===== config.mk =====
export PLATFORM = sky130hd
export DESIGN_NAME = cobo_isqrt
export DESIGN_NICKNAME = d
export VERILOG_FILES = /design/src/sv/cobo_pkg.sv /design/src/sv/cobo_isqrt.sv
export SDC_FILE = /design/constraint.sdc
export NUM_CORES = 1
export LEC_CHECK = 0
export CAP_MARGIN = 5
export CORE_MARGIN = 10
export CORE_UTILIZATION = 62
export CTS_BUF_LIST = sky130_fd_sc_hd__clkbuf_4 sky130_fd_sc_hd__clkbuf_8
export DETAILED_ROUTE_END_ITERATION = 8
export DONT_BUFFER_PORTS = 1
export PLACE_DENSITY = 0.78
export SKIP_LAST_GASP = 1
export SLEW_MARGIN = 20
export SYNTH_ARGS = -nofsm -noshare
export SYNTH_HDL_FRONTEND = slang
export SYNTH_SLANG_ARGS = --single-unit

===== constraint.sdc =====
create_clock -name clock -period 4.97 [get_ports clock]
set_input_delay 0 -clock clock [delete_from_list [all_inputs] [get_ports clock]]
set_output_delay 0 -clock clock [all_outputs]
set_load 0.1 [all_outputs]

===== src/sv/cobo_pkg.sv =====
//------------------------------------------------------------------------------
// cobo_pkg
// Shared widths, constants, types and the first-quadrant sine table for the
// circle versus oriented rectangle overlap test.
//------------------------------------------------------------------------------
`timescale 1ns / 1ps
`default_nettype none

package cobo_pkg;

   localparam int DEF_COORD_BITS     = 13;
   localparam int DEF_TRIG_FRAC_BITS = 16;

   localparam int SIDE_BITS       = 10;
   localparam int HALF_BITS       = SIDE_BITS - 1;
   localparam int RADIUS_BITS     = 10;
   localparam int ANGLE_BITS      = 9;
   localparam int TRIG_IDX_BITS   = 7;

   localparam int DIST_FRAC_SHIFT = 16;
   localparam int RAD_ROOT_BITS   = 18;
   localparam int HH_BITS         = 2 * RAD_ROOT_BITS - DIST_FRAC_SHIFT;
   localparam int RADIUS_SHIFT    = 8;
   localparam int KP1_BITS        = RAD_ROOT_BITS + 1;
   localparam int SAT_BITS        = 41;
   localparam int AREA_BITS       = SAT_BITS + DIST_FRAC_SHIFT;
   localparam logic [63:0] DIST2_SAT = 64'd1 << 40;

   localparam int EXT_BITS        = 12;
   localparam int SUM_SIDE_BITS   = 11;
   localparam int BOUND_BITS      = 20;

   localparam int DLY_DEPTH       = RAD_ROOT_BITS - 6;
   localparam int PIPE_DEPTH      = RAD_ROOT_BITS + 4;

   localparam logic [9:0] DEG_QUARTER    = 10'd90;
   localparam logic [9:0] DEG_HALF_TURN  = 10'd180;
   localparam logic [9:0] DEG_THREE_QTR  = 10'd270;
   localparam logic [9:0] DEG_FULL_TURN  = 10'd360;

   localparam longint unsigned PI_Q30 = 64'd3373259426;

   // Taylor term divisors (2n)*(2n+1) for n = 1 to 12
   localparam longint unsigned TAYLOR_DIV [1:12] = '{
      64'd6,   64'd20,  64'd42,  64'd72,  64'd110, 64'd156,
      64'd210, 64'd272, 64'd342, 64'd420, 64'd506, 64'd600
   };

   typedef struct packed {
      logic [TRIG_IDX_BITS-1:0] idx;
      logic                     neg;
   } quad_type;

   typedef struct packed {
      logic [SAT_BITS-1:0]    d2sat;
      logic [RADIUS_BITS-1:0] radius;
      logic                   rej_proj;
   } side_type;

   typedef logic [31:0] sin_tab_type [0:90];

   function automatic logic [31:0] sin_q30(input int unsigned k);
      longint unsigned x;
      longint unsigned t;
      longint          acc;
      x   = (longint'(k) * PI_Q30 + 64'd90) / 64'd180;
      t   = x;
      acc = longint'(x);
      for (int n = 1; n <= 12; n++) begin
         t = (((t * x) >> 30) * x) >> 30;
         t = t / TAYLOR_DIV[n];
         if ((n % 2) == 1) begin
            acc = acc - longint'(t);
         end else begin
            acc = acc + longint'(t);
         end
      end
      if (acc < 0) begin
         acc = 0;
      end
      return acc[31:0];
   endfunction

   function automatic sin_tab_type build_sin_tab();
      sin_tab_type tab;
      for (int k = 0; k <= 90; k++) begin
         tab[k] = sin_q30(k);
      end
      return tab;
   endfunction

   localparam sin_tab_type SIN_Q30 = build_sin_tab();

endpackage

`default_nettype wire


===== src/sv/cobo_isqrt.sv =====
//------------------------------------------------------------------------------
// cobo_isqrt
// Pipelined integer square root, one result bit per register stage.
//------------------------------------------------------------------------------
`timescale 1ns / 1ps
`default_nettype none

module cobo_isqrt
   import cobo_pkg::*;
(
   input  wire logic                         clock,
   input  wire logic                         advance,
   input  wire logic [2*RAD_ROOT_BITS-1:0]   op_in,
   output logic      [RAD_ROOT_BITS-1:0]     root_out
);

   localparam int R  = RAD_ROOT_BITS;
   localparam int OW = 2 * R;
   localparam int RW = R + 3;

   logic [RW-1:0] rem_ff  [R];
   logic [R-1:0]  root_ff [R];
   logic [OW-1:0] op_ff   [R];

   for (genvar j = 0; j < R; j++) begin : g_stage
      logic [RW-1:0] rem_src;
      logic [R-1:0]  root_src;
      logic [OW-1:0] op_src;
      logic [RW-1:0] cur;
      logic [RW-1:0] trial;
      logic [RW-1:0] rem_in;
      logic [R-1:0]  root_in;
      logic [OW-1:0] op_in_nxt;

      if (j == 0) begin : g_first
         assign rem_src  = '0;
         assign root_src = '0;
         assign op_src   = op_in;
      end else begin : g_next
         assign rem_src  = rem_ff[j-1];
         assign root_src = root_ff[j-1];
         assign op_src   = op_ff[j-1];
      end

      always_comb begin
         cur       = {rem_src[RW-3:0], op_src[OW-1:OW-2]};
         trial     = RW'({root_src, 2'b01});
         op_in_nxt = op_src << 2;
         if (cur >= trial) begin
            rem_in  = cur - trial;
            root_in = {root_src[R-2:0], 1'b1};
         end else begin
            rem_in  = cur;
            root_in = {root_src[R-2:0], 1'b0};
         end
      end

      always_ff @(posedge clock) begin
         if (advance) begin
            rem_ff[j]  <= rem_in;
            root_ff[j] <= root_in;
            op_ff[j]   <= op_in_nxt;
         end
      end
   end

   assign root_out = root_ff[R-1];

endmodule

`default_nettype wire


### Word level (Yosys, flattened, before mapping)

Memories as Yosys holds them, arrays and structs flattened.
Cells that the tools add are included.

* flip-flop bits (word level): 0
* memory bits (writable): 1314
* word-level logic and storage cells: 77
* memories kept: 3

Memories
* op_ff: depth 18, width 34, read ports 17, clocked after Yosys merged registers in 0, write ports 18, line cobo_isqrt.sv:23 `logic [OW-1:0] op_ff [R];`
* rem_ff: depth 18, width 21, read ports 17, clocked after Yosys merged registers in 0, write ports 18, line cobo_isqrt.sv:21 `logic [RW-1:0] rem_ff [R];`
* root_ff: depth 18, width 18, read ports 18, clocked after Yosys merged registers in 0, write ports 18, line cobo_isqrt.sv:22 `logic [R-1:0] root_ff [R];`

* add/subtract/negate cells: 18
* $lt $le $gt $ge: 18
* muxes and demuxes: 38

Operator list (number)
* $mux W21: 18
* $ge A21 B20 Y1: 17
* $sub A21 B20 Y21: 17
* $mux W1: 20
* $sub A2 B1 Y3 const B: 1
* $ge A2 B1 Y1 const B: 1

### Longest topological paths before layout

Gate-level depths: netlist of the first run.
An unclocked memory read counts as a cell.

* depth after elaboration: 3
* mapped depth: 12
* gate-level depth less buffers: 10

### Worst setup path before layout of the first run

Ideal clock, no wire load.

* kind: flip-flop to flip-flop
* start point: mem rem_ff[1][4] (netlist bit)
* end point: mem rem_ff[2][7] (netlist bit) (data pin)
* data arrival time: 2.667 ns
* required time: 4.699 ns
* slack: 2.032 ns
* stages on the path, launching flop included: 8
* buffers on the path: 0
* period minus slack after synthesis: 2.938 ns
* path through: edfxtp_1 > or4_4 > or3_4 > or4b_4 > nor4_4 > nand2b_1 > nor4_1 > xor2_1

RTL lines (line)
* from (decl): cobo_isqrt.sv:21

==> Flow_metrics.wiki, run 1 <==
{| class="wikitable"
! Metric !! Value
|-
| Reg2reg end || rem_ff[14][10]
|-
| Flip-flop and latch count after synthesis || about 780
|-
| Warning count from the yosys run || 0
|-
| Die X || between 200 and 300 um
|-
| Final Wtd Congestion || about 0.90
|-
| Max-cap violations || 0
|-
| Full die area || 67,800 um^2
|-
| Static Leakage || 15.6 nW
|-
| Wire length of the first global-routing pass || around 110 mm
|-
| Post-cts repair resize count || 0
|-
| Share of cells above drive strength 1 || ~8.9%
|-
| Initial standard-cell utilization of the core || slightly above 60%
|-
| Area fraction in and, or, nand and nor cells after synthesis || 9.42%
|-
| Run status || complete, but fails checks
|-
| Synthesized cell area || ~36,000 um^2
|-
| Remaining global-route overflow || 0
|-
| Critical path endpoint category || register
|-
| CTS tree || done
|-
| Launch point of the worst reg-to-reg path || rem_ff[13][12]
|-
| Initial antenna violation count || 1
|-
| Startpoint kind of the worst setup timing path || register
|-
| Share of Yosys cell area claimed by the top area cell type || 65.2%
|-
| Setup fix buffers added after clock tree synthesis || 0
|-
| Worst hold path type || input pin to register
|-
| Total Routed Length || 66.4 mm
|-
| Worst hold margin || -0.644 ns
|-
| Total cell area at the placement stage || between 30,000 and 40,000 um^2
|-
| Worst max-slew margin expressed relative to the limit || -43.5%
|-
| Number of buffers created by CTS || ~130
|-
| Filler cell count || 3,863
|-
| Pwr per Cell Area || ~420 nW/um^2
|-
| Final slew viol count || approximately 400
|-
| Sequential cell area fraction in the yosys report || between 60% and 70%
|-
| Post-synthesis cell count || around 2,700
|-
| Mean number of vias per cell || around 5.8
|-
| Maximum number of pins on one net before global-route repair || a little under 800
|-
| Post-synthesis compound-gate area fraction || around 8.9%
|-
| Type of the worst setup path || register to register
|-
| Worst path required time || 5.49 ns
|-
| Transition time of the tightest slew-check pin || 2.15 ns
|-
| Vias after detailed routing || 21,500
|-
| Critical Path Fanout Max || 29
|-
| Final standard cell area without fillers || approximately 40,000 um^2
|-
| Multiplexer share of the synthesized area || 1.41%
|-
| Mean instance size in the synthesized netlist || between 10 and 15 um^2
|-
| FMAX || 289 MHz
|-
| Primary FF master, synth || sky130_fd_sc_hd__edfxtp_1
|-
| Root Driver || sky130_fd_sc_hd__clkbuf_8
|-
| Post-synth net total || around 2,900
|-
| Signed area change from the synthesized netlist to the final layout || 11.6%
|-
| Aggregate negative setup slack || 0 ns
|-
| Residual DRC count || 0
|-
| Clock skew after layout || 0.0469 ns
|-
| Final setup violation count || 0
|-
| Data arrival time at the worst-slack endpoint || just under 4 ns
|-
| Switching share of power || 26.7%
|-
| Number of buffers added on ports || 0
|-
| Failing checks || negative hold slack, max-slew violations
|-
| Arithmetic-cell share of the synthesized area counting full adders, half adders and majority gates || roughly 6.6%
|-
| Proportion of power drawn by combinational gates || between 15 and 20%
|-
| RSZ-0062 raised after global routing || no
|-
| CP startpoint || rem_ff[13][12]
|-
| CTS sink count || slightly below 800
|-
| Height of the die || around 260 um
|-
| Clock Path Buffers || 3
|-
| Post-route ant nets || 0
|-
| Per-cell routed wire length || roughly 18 um
|-
| Part of the total power dissipated in the clock network || between 30% and 40%
|-
| Post-layout nets || approximately 3,100
|-
| End of the critical path || rem_ff[14][10]
|-
| Std-Cell Core Area || roughly 57,000 um^2
|-
| Clock slew at reported path FFs || around 0.06 ns
|-
| Int Power || 0.0122 W
|-
| Cell accounting for the most synthesized area || sky130_fd_sc_hd__edfxtp_1
|-
| Ports placed on the boundary || 56
|-
| Async set or reset register ratio after synthesis || 0%
|-
| Sequential share of power || about half
|-
| Global router's overall resource usage || about a fifth
|-
| FF-to-FF setup slack || ~1.5 ns
|-
| Count of flip-flops with a built-in enable after synthesis || slightly below 800
|-
| # placed instances || between 3,000 and 4,000
|-
| Leading cell types by total area after synthesis || sky130_fd_sc_hd__edfxtp_1, sky130_fd_sc_hd__ha_1, sky130_fd_sc_hd__xnor2_1, sky130_fd_sc_hd__xor2_1, sky130_fd_sc_hd__inv_1
|-
| Main combinational cell family by area after synthesis || simple AND/OR/NAND/NOR gates
|-
| Number of H-tree levels || 4
|-
| Initial drt markers || between 1,500 and 2,000
|-
| XOR/XNOR share of the synthesized area || roughly 5.5%
|-
| Non-filler cells, final || between 3,000 and 4,000
|-
| Switching power || about 0.0045 W
|-
| Post-route clock period utilization || a little over two thirds
|-
| Worst-skew pair later-pin latency || 0.78 ns
|-
| Placed wire-length estimate || between 40 and 50 mm
|-
| First drt pass iteration count || 5
|-
| CTS hold repair buffers || 74
|-
| Max rail drop VDD || about 0.00033 V
|-
| Endpoints failing hold || roughly 180
|-
| R2R cell count || 7
|-
| Final min period || around 3.5 ns
|-
| Post-synthesis cell type count || 73
|-
| Placement Rows || 88
|-
| Share of the core filled with cells || around 70%
|-
| Via count of the first global-routing pass || roughly 21,000
|}
## sequential cells by signal (all words and copies together), names as in the netlist
signal / flops
op_ff: 306
root_ff: 171
rem_ff: 301
## how the worst min path moves through the flow
stage,from,endpoint,slack [ns],cells after the start
final,advance,op_ff[0][3],-0.64,0
after global routing,advance,op_ff[1][4],-0.73,0
after CTS,advance,op_ff[0][0],-0.66,0
after floorplan,op_in[0],op_ff[0][0],0.1,0
after detailed placement,op_in[1],op_ff[0][1],0.1,0
after global placement,op_in[20],op_ff[0][20],0.1,0
## routing by layer
metal | vias to the layer above | wire length (um) | track usage [%]
met4 | 0 | 1300 | 6.70
met2 | 610 | 32000 | 31.7
met1 | 10400 | 29400 | 26.0
met5 | - | 0 | 0
met3 | 120 | 3610 | 4.74
li1 | 10400 | - | -
## power groups by stage
| stage | registers (W) | clock network, W | logic [W] |
|---|---|---|---|
| floorplan | 0.00858 | 0 | 0.00194 |
| global placement | 0.00874 | 0 | 0.00233 |
| detailed placement | 0.00876 | 0 | 0.00243 |
| CTS | 0.00864 | 0.00558 | 0.00250 |
| global route | 0.00871 | 0.00592 | 0.00284 |
| finish | 0.00865 | 0.00547 | 0.00254 |
## synth_stat cells (10+ instances only)
cell type                  instances
sky130_fd_sc_hd__o21ai_0         119
sky130_fd_sc_hd__nor2_1          191
sky130_fd_sc_hd__mux2_2           37
sky130_fd_sc_hd__xnor2_1         121
sky130_fd_sc_hd__inv_1           239
sky130_fd_sc_hd__nor4_1           37
sky130_fd_sc_hd__o31ai_1          13
sky130_fd_sc_hd__ha_1            190
sky130_fd_sc_hd__nor2b_1          26
sky130_fd_sc_hd__a21oi_1         157
sky130_fd_sc_hd__or4_1            15
sky130_fd_sc_hd__and3_1           12
sky130_fd_sc_hd__a21boi_0         10
sky130_fd_sc_hd__a21o_1           54
sky130_fd_sc_hd__nand3_1          51
sky130_fd_sc_hd__or3_1            33
sky130_fd_sc_hd__o21a_1           38
sky130_fd_sc_hd__clkbuf_1         36
sky130_fd_sc_hd__nand2_1         134
sky130_fd_sc_hd__a211oi_1         10
sky130_fd_sc_hd__nand4_1          26
sky130_fd_sc_hd__a31oi_1          12
sky130_fd_sc_hd__nor3_1           65
sky130_fd_sc_hd__xor2_1          105
sky130_fd_sc_hd__o211ai_1         14
sky130_fd_sc_hd__nand2b_1         37
sky130_fd_sc_hd__edfxtp_1        778
## worst max-delay path, stage by stage (launching register included)
cell	delay, ns
sky130_fd_sc_hd__edfxtp_1	0.40
sky130_fd_sc_hd__ha_1	0.38
sky130_fd_sc_hd__a21o_1	0.20
sky130_fd_sc_hd__a211oi_1	0.31
sky130_fd_sc_hd__nand2_1	0.17
sky130_fd_sc_hd__a31oi_1	0.47
sky130_fd_sc_hd__nand2_1	0.74
sky130_fd_sc_hd__mux2_2	0.52
## layout by cell type, fill, tap and decap left out, types with 7 or more instances in the layout
cell type                       netlist  routed
sky130_fd_sc_hd__a211o_1              7       7
sky130_fd_sc_hd__nand3_1             51      51
sky130_fd_sc_hd__dlygate4sd3_1        0      74
sky130_fd_sc_hd__clkinv_2             0      14
sky130_fd_sc_hd__buf_4                0       7
sky130_fd_sc_hd__o21a_1              38      38
sky130_fd_sc_hd__o31ai_1             13      13
sky130_fd_sc_hd__nor4_1              37      36
sky130_fd_sc_hd__nand3b_1             8       8
sky130_fd_sc_hd__nor2b_1             26      26
sky130_fd_sc_hd__o22ai_1              9       9
sky130_fd_sc_hd__a21oi_1            157     157
sky130_fd_sc_hd__xnor2_1            121     121
sky130_fd_sc_hd__clkinv_1             0      35
sky130_fd_sc_hd__a31oi_1             12      12
sky130_fd_sc_hd__ha_1               190     190
sky130_fd_sc_hd__clkbuf_8             0     132
sky130_fd_sc_hd__and3_1              12      12
sky130_fd_sc_hd__a21boi_0            10      10
sky130_fd_sc_hd__o211ai_1            14      14
sky130_fd_sc_hd__a21o_1              54      54
sky130_fd_sc_hd__nor3_1              65      65
sky130_fd_sc_hd__or3_1               33      33
sky130_fd_sc_hd__nor2_1             191     191
sky130_fd_sc_hd__nand4_1             26      26
sky130_fd_sc_hd__clkbuf_4             0      34
sky130_fd_sc_hd__mux2i_1              9       9
sky130_fd_sc_hd__or4_1               15      15
sky130_fd_sc_hd__inv_1              239     239
sky130_fd_sc_hd__xor2_1             105     105
sky130_fd_sc_hd__a211oi_1            10      10
sky130_fd_sc_hd__nand2b_1            37      37
sky130_fd_sc_hd__o21ai_0            119     118
sky130_fd_sc_hd__nand2_1            134     134
sky130_fd_sc_hd__mux2_2              37      37
sky130_fd_sc_hd__edfxtp_1           778     778
## kinds of logic after synthesis
family / count (synthesis)
multiplexers: 46
other: 1
XOR/XNOR: 226
adder cells (fa/ha/maj): 190
AND/OR/NAND/NOR: 673
buffers and inverters: 279
AO/OA/AOI/OAI: 506
flip-flops: 778
## final cells by class
cell class | instances | area (um^2) | area share [%]
inverters | 239 | 897 | 2.24
clock buffers | 166 | 2070 | 5.18
multi-input cells | 1642 | 11500 | 28.7
well taps | 765 | 957 | 2.39
repair buffers | 81 | 793 | 1.98
flip-flops and latches | 778 | 23400 | 58.4
diodes | 1 | 2.50 | 0.00626
clock inverters | 65 | 445 | 1.11
## metrics by stage
stage               power [W]  hold slack, ns  setup slack, ns
finish                 0.0167          -0.644             1.52
global route           0.0175          -0.729             1.30
CTS                    0.0167          -0.664             1.29
detailed placement     0.0112          0.0989             1.30
global placement       0.0111          0.0990             1.48
floorplan              0.0105          0.0989             2.03
No activity file was read; power rests on OpenSTA's default activity.
==> run 2, diff against run 1 <==
clock period = 3.5 ns   (was 4.97 ns; I/O delays follow)
==> Flow_metrics.wiki, run 2 (synthesis gave the netlist of run 1 again) <==
{| class="wikitable"
! Metric !! Value
|-
| Run status || complete, but fails checks (unchanged)
|-
| Failing checks || negative hold slack, max-slew violations (unchanged)
|-
| Maximum number of pins on one net before global-route repair || 779 (unchanged)
|-
| Clock Path Buffers || 3 (unchanged)
|-
| Max stage delay cell, worst path || sky130_fd_sc_hd__o21ai_4 (was sky130_fd_sc_hd__nand2_1)
|-
| Endpoints failing hold || 270 (was 175)
|-
| Post-route ant nets || 0 (unchanged)
|-
| Most frequent cells in the layout || sky130_fd_sc_hd__edfxtp_1, sky130_fd_sc_hd__inv_1, sky130_fd_sc_hd__nor2_1, sky130_fd_sc_hd__ha_1, sky130_fd_sc_hd__a21oi_1 (unchanged)
|-
| Signed area change from the synthesized netlist to the final layout || 11.5% (was 11.6%)
|-
| Number of buffers added on ports || 0 (unchanged)
|-
| Critical-path cell list || ha_1 -> o21a_1 -> o221ai_1 -> o211ai_1 -> o21ai_1 -> o21ai_4 -> mux2_2 (was ha_1 -> a21o_1 -> a211oi_1 -> nand2_1 -> a31oi_1 -> nand2_1 -> mux2_2)
|-
| Share of cells above drive strength 1 || 8.91% (was 8.85%)
|-
| Max-cap violations || 0 (unchanged)
|-
| Post-route clock period utilization || 92.5% (was 69.5%)
|-
| Final Wtd Congestion || 0.870 (was 0.900)
|-
| CP startpoint || rem_ff[14][0] (was rem_ff[13][12])
|-
| Total Routed Length || 66.5 mm (was 66.4 mm)
|-
| Worst hold path type || input pin to register (unchanged)
|-
| Slowest cell delay on critical path || 0.71 ns (was 0.74 ns)
|-
| Number of flip-flops under the largest register name || 306 (unchanged)
|-
| Worst max-slew margin expressed relative to the limit || -41.6% (was -43.5%)
|-
| Registers with the most flip-flops || op_ff x306, rem_ff x301, root_ff x171 (unchanged)
|-
| Type of the worst setup path || register to register (unchanged)
|-
| Final min period || 3.24 ns (was 3.45 ns)
|-
| Global router's overall resource usage || 19.5% (was 19.7%)
|-
| Root Driver || sky130_fd_sc_hd__clkbuf_8 (unchanged)
|-
| RSZ-0062 raised after global routing || no (unchanged)
|-
| Most frequent standard cell in the layout excluding fill and tap cells || sky130_fd_sc_hd__edfxtp_1 (unchanged)
|-
| Std-Cell Core Area || 57,500 um^2 (unchanged)
|-
| Critical Path Fanout Max || 28 (was 29)
|-
| # placed instances || 3,446 (was 3,431)
|-
| Setup fix buffers added after clock tree synthesis || 0 (unchanged)
|-
| Die X || 260 um (unchanged)
|-
| Mean number of vias per cell || 5.72 (was 5.75)
|-
| Clock slew at reported path FFs || 0.06 ns (about the same)
|-
| Pwr per Cell Area || 585 nW/um^2 (was 416 nW/um^2)
|-
| CTS hold repair buffers || 74 (unchanged)
|-
| Final slew viol count || 324 (was 396)
|-
| Register bank with the most flops || op_ff (unchanged)
|-
| Placement Rows || 88 (unchanged)
|-
| Worst-skew pair later-pin latency || 0.74 ns (was 0.78 ns)
|-
| FMAX || 309 MHz (was 289 MHz)
|-
| Vias after detailed routing || 21,400 (was 21,500)
|-
| Initial antenna violation count || 1 (unchanged)
|-
| Initial standard-cell utilization of the core || 62.3% (unchanged)
|-
| Launch point of the worst reg-to-reg path || rem_ff[14][0] (was rem_ff[13][12])
|-
| Final setup violation count || 0 (unchanged)
|-
| Worst path required time || 3.95 ns (was 5.49 ns)
|-
| Max rail drop VDD || 0.000535 V (was 0.000329 V)
|-
| Residual DRC count || 0 (unchanged)
|-
| Ports placed on the boundary || 56 (unchanged)
|-
| CTS tree || done (unchanged)
|-
| Clock skew after layout || 0.0459 ns (was 0.0469 ns)
|-
| Full die area || 67,800 um^2 (unchanged)
|-
| Remaining global-route overflow || 0 (unchanged)
|-
| Startpoint kind of the worst setup timing path || register (unchanged)
|-
| CTS sink count || 778 (unchanged)
|-
| Data arrival time at the worst-slack endpoint || 3.69 ns (was 3.97 ns)
|-
| Post-layout nets || 3,105 (was 3,101)
|-
| Aggregate negative setup slack || 0 ns (unchanged)
|-
| Number of H-tree levels || 3 (was 4)
|-
| Min-delay src || advance (unchanged)
|-
| Critical path endpoint category || register (unchanged)
|-
| Filler cell count || 3,933 (was 3,863)
|-
| Non-filler cells, final || 3,739 (was 3,737)
|-
| Tot Pwr || 0.0234 W (was 0.0167 W)
|-
| Placed wire-length estimate || 43.2 mm (was 43.0 mm)
|-
| Static Leakage || 15.6 nW (about the same)
|-
| Number of buffers created by CTS || 120 (was 131)
|-
| Initial drt markers || 1,806 (was 1,711)
|-
| First drt pass iteration count || 5 (unchanged)
|-
| Wire length of the first global-routing pass || 108 mm (was 107 mm)
|-
| Height of the die || 260 um (unchanged)
|-
| Transition time of the tightest slew-check pin || 2.12 ns (was 2.15 ns)
|-
| Via count of the first global-routing pass || 21,500 (was 21,200)
|-
| Worst hold margin || -0.602 ns (was -0.644 ns)
|-
| Per-cell routed wire length || 17.8 um (about the same)
|}
run 2: path summary, 6_finish.rpt:
| path | to | slack, ns | cells past startpoint |
|---|---|---|---|
| min reg2reg | op_ff[10][32] | 0.40 | 0 |
| max | rem_ff[15][11] | 0.26 | 7 |
| max reg2reg | rem_ff[15][11] | 0.26 | 7 |
| min | op_ff[0][2] | -0.60 | 0 |
run 2: critical path: cells and delay by family, from the launching register on:
family,cells,cell delay [ns]
muxes,1,0.42
adders and majority gates,1,0.37
DFF,1,0.40
AOI/OAI and AO/OA,5,1.78
run 2: cell type report:
| type | count | area [um^2] | area share (%) |
|---|---|---|---|
| clock buffers | 155 | 1910 | 4.79 |
| diodes | 1 | 2.50 | 0.00626 |
| well taps | 765 | 957 | 2.39 |
| repair buffers | 96 | 906 | 2.27 |
| clock inverters | 63 | 469 | 1.17 |
| inverters | 239 | 897 | 2.24 |
| multi-input cells | 1642 | 11500 | 28.7 |
| flip-flops and latches | 778 | 23400 | 58.4 |
run 2: repair_timing:
action                                  in CTS  in global routing
endpoints found under the setup margin       2                  0
gates resized for setup                      1                  0
endpoints found under the hold margin      815                778
run 2: through the flow:
step / utilization [%] / area (um^2) / setup WS, ns / hold slack [ns]
final: 69.5 / 40000 / 0.262 / -0.602
after global routing: 69.5 / 40000 / 0.0748 / -0.660
after CTS: 69.5 / 40000 / 0.302 / -0.624
after detailed placement: 64.1 / 36800 / 0.0620 / 0.0989
after global placement: 64.1 / 36800 / 0.208 / 0.0990
after floorplan: - / 35800 / 0.562 / 0.0989
run 2: routing by layer:
metal	global-route usage (%)	share of wire, %	wire length [um]	up-vias
met5	0	0	0	-
met4	6.17	2.5	1660	0
met3	3.56	4.7	3140	143
met2	32.5	48	32200	542
met1	25.7	44	29500	10300
li1	-	-	-	10400
run 2: where the power goes:
group | total (W) | internal (W) | switching, W
clock network | 0.00749 | 0.00398 | 0.00351
registers | 0.0123 | 0.0116 | 0.000690
logic | 0.00362 | 0.00166 | 0.00196
total | 0.0234 | 0.0172 | 0.00616
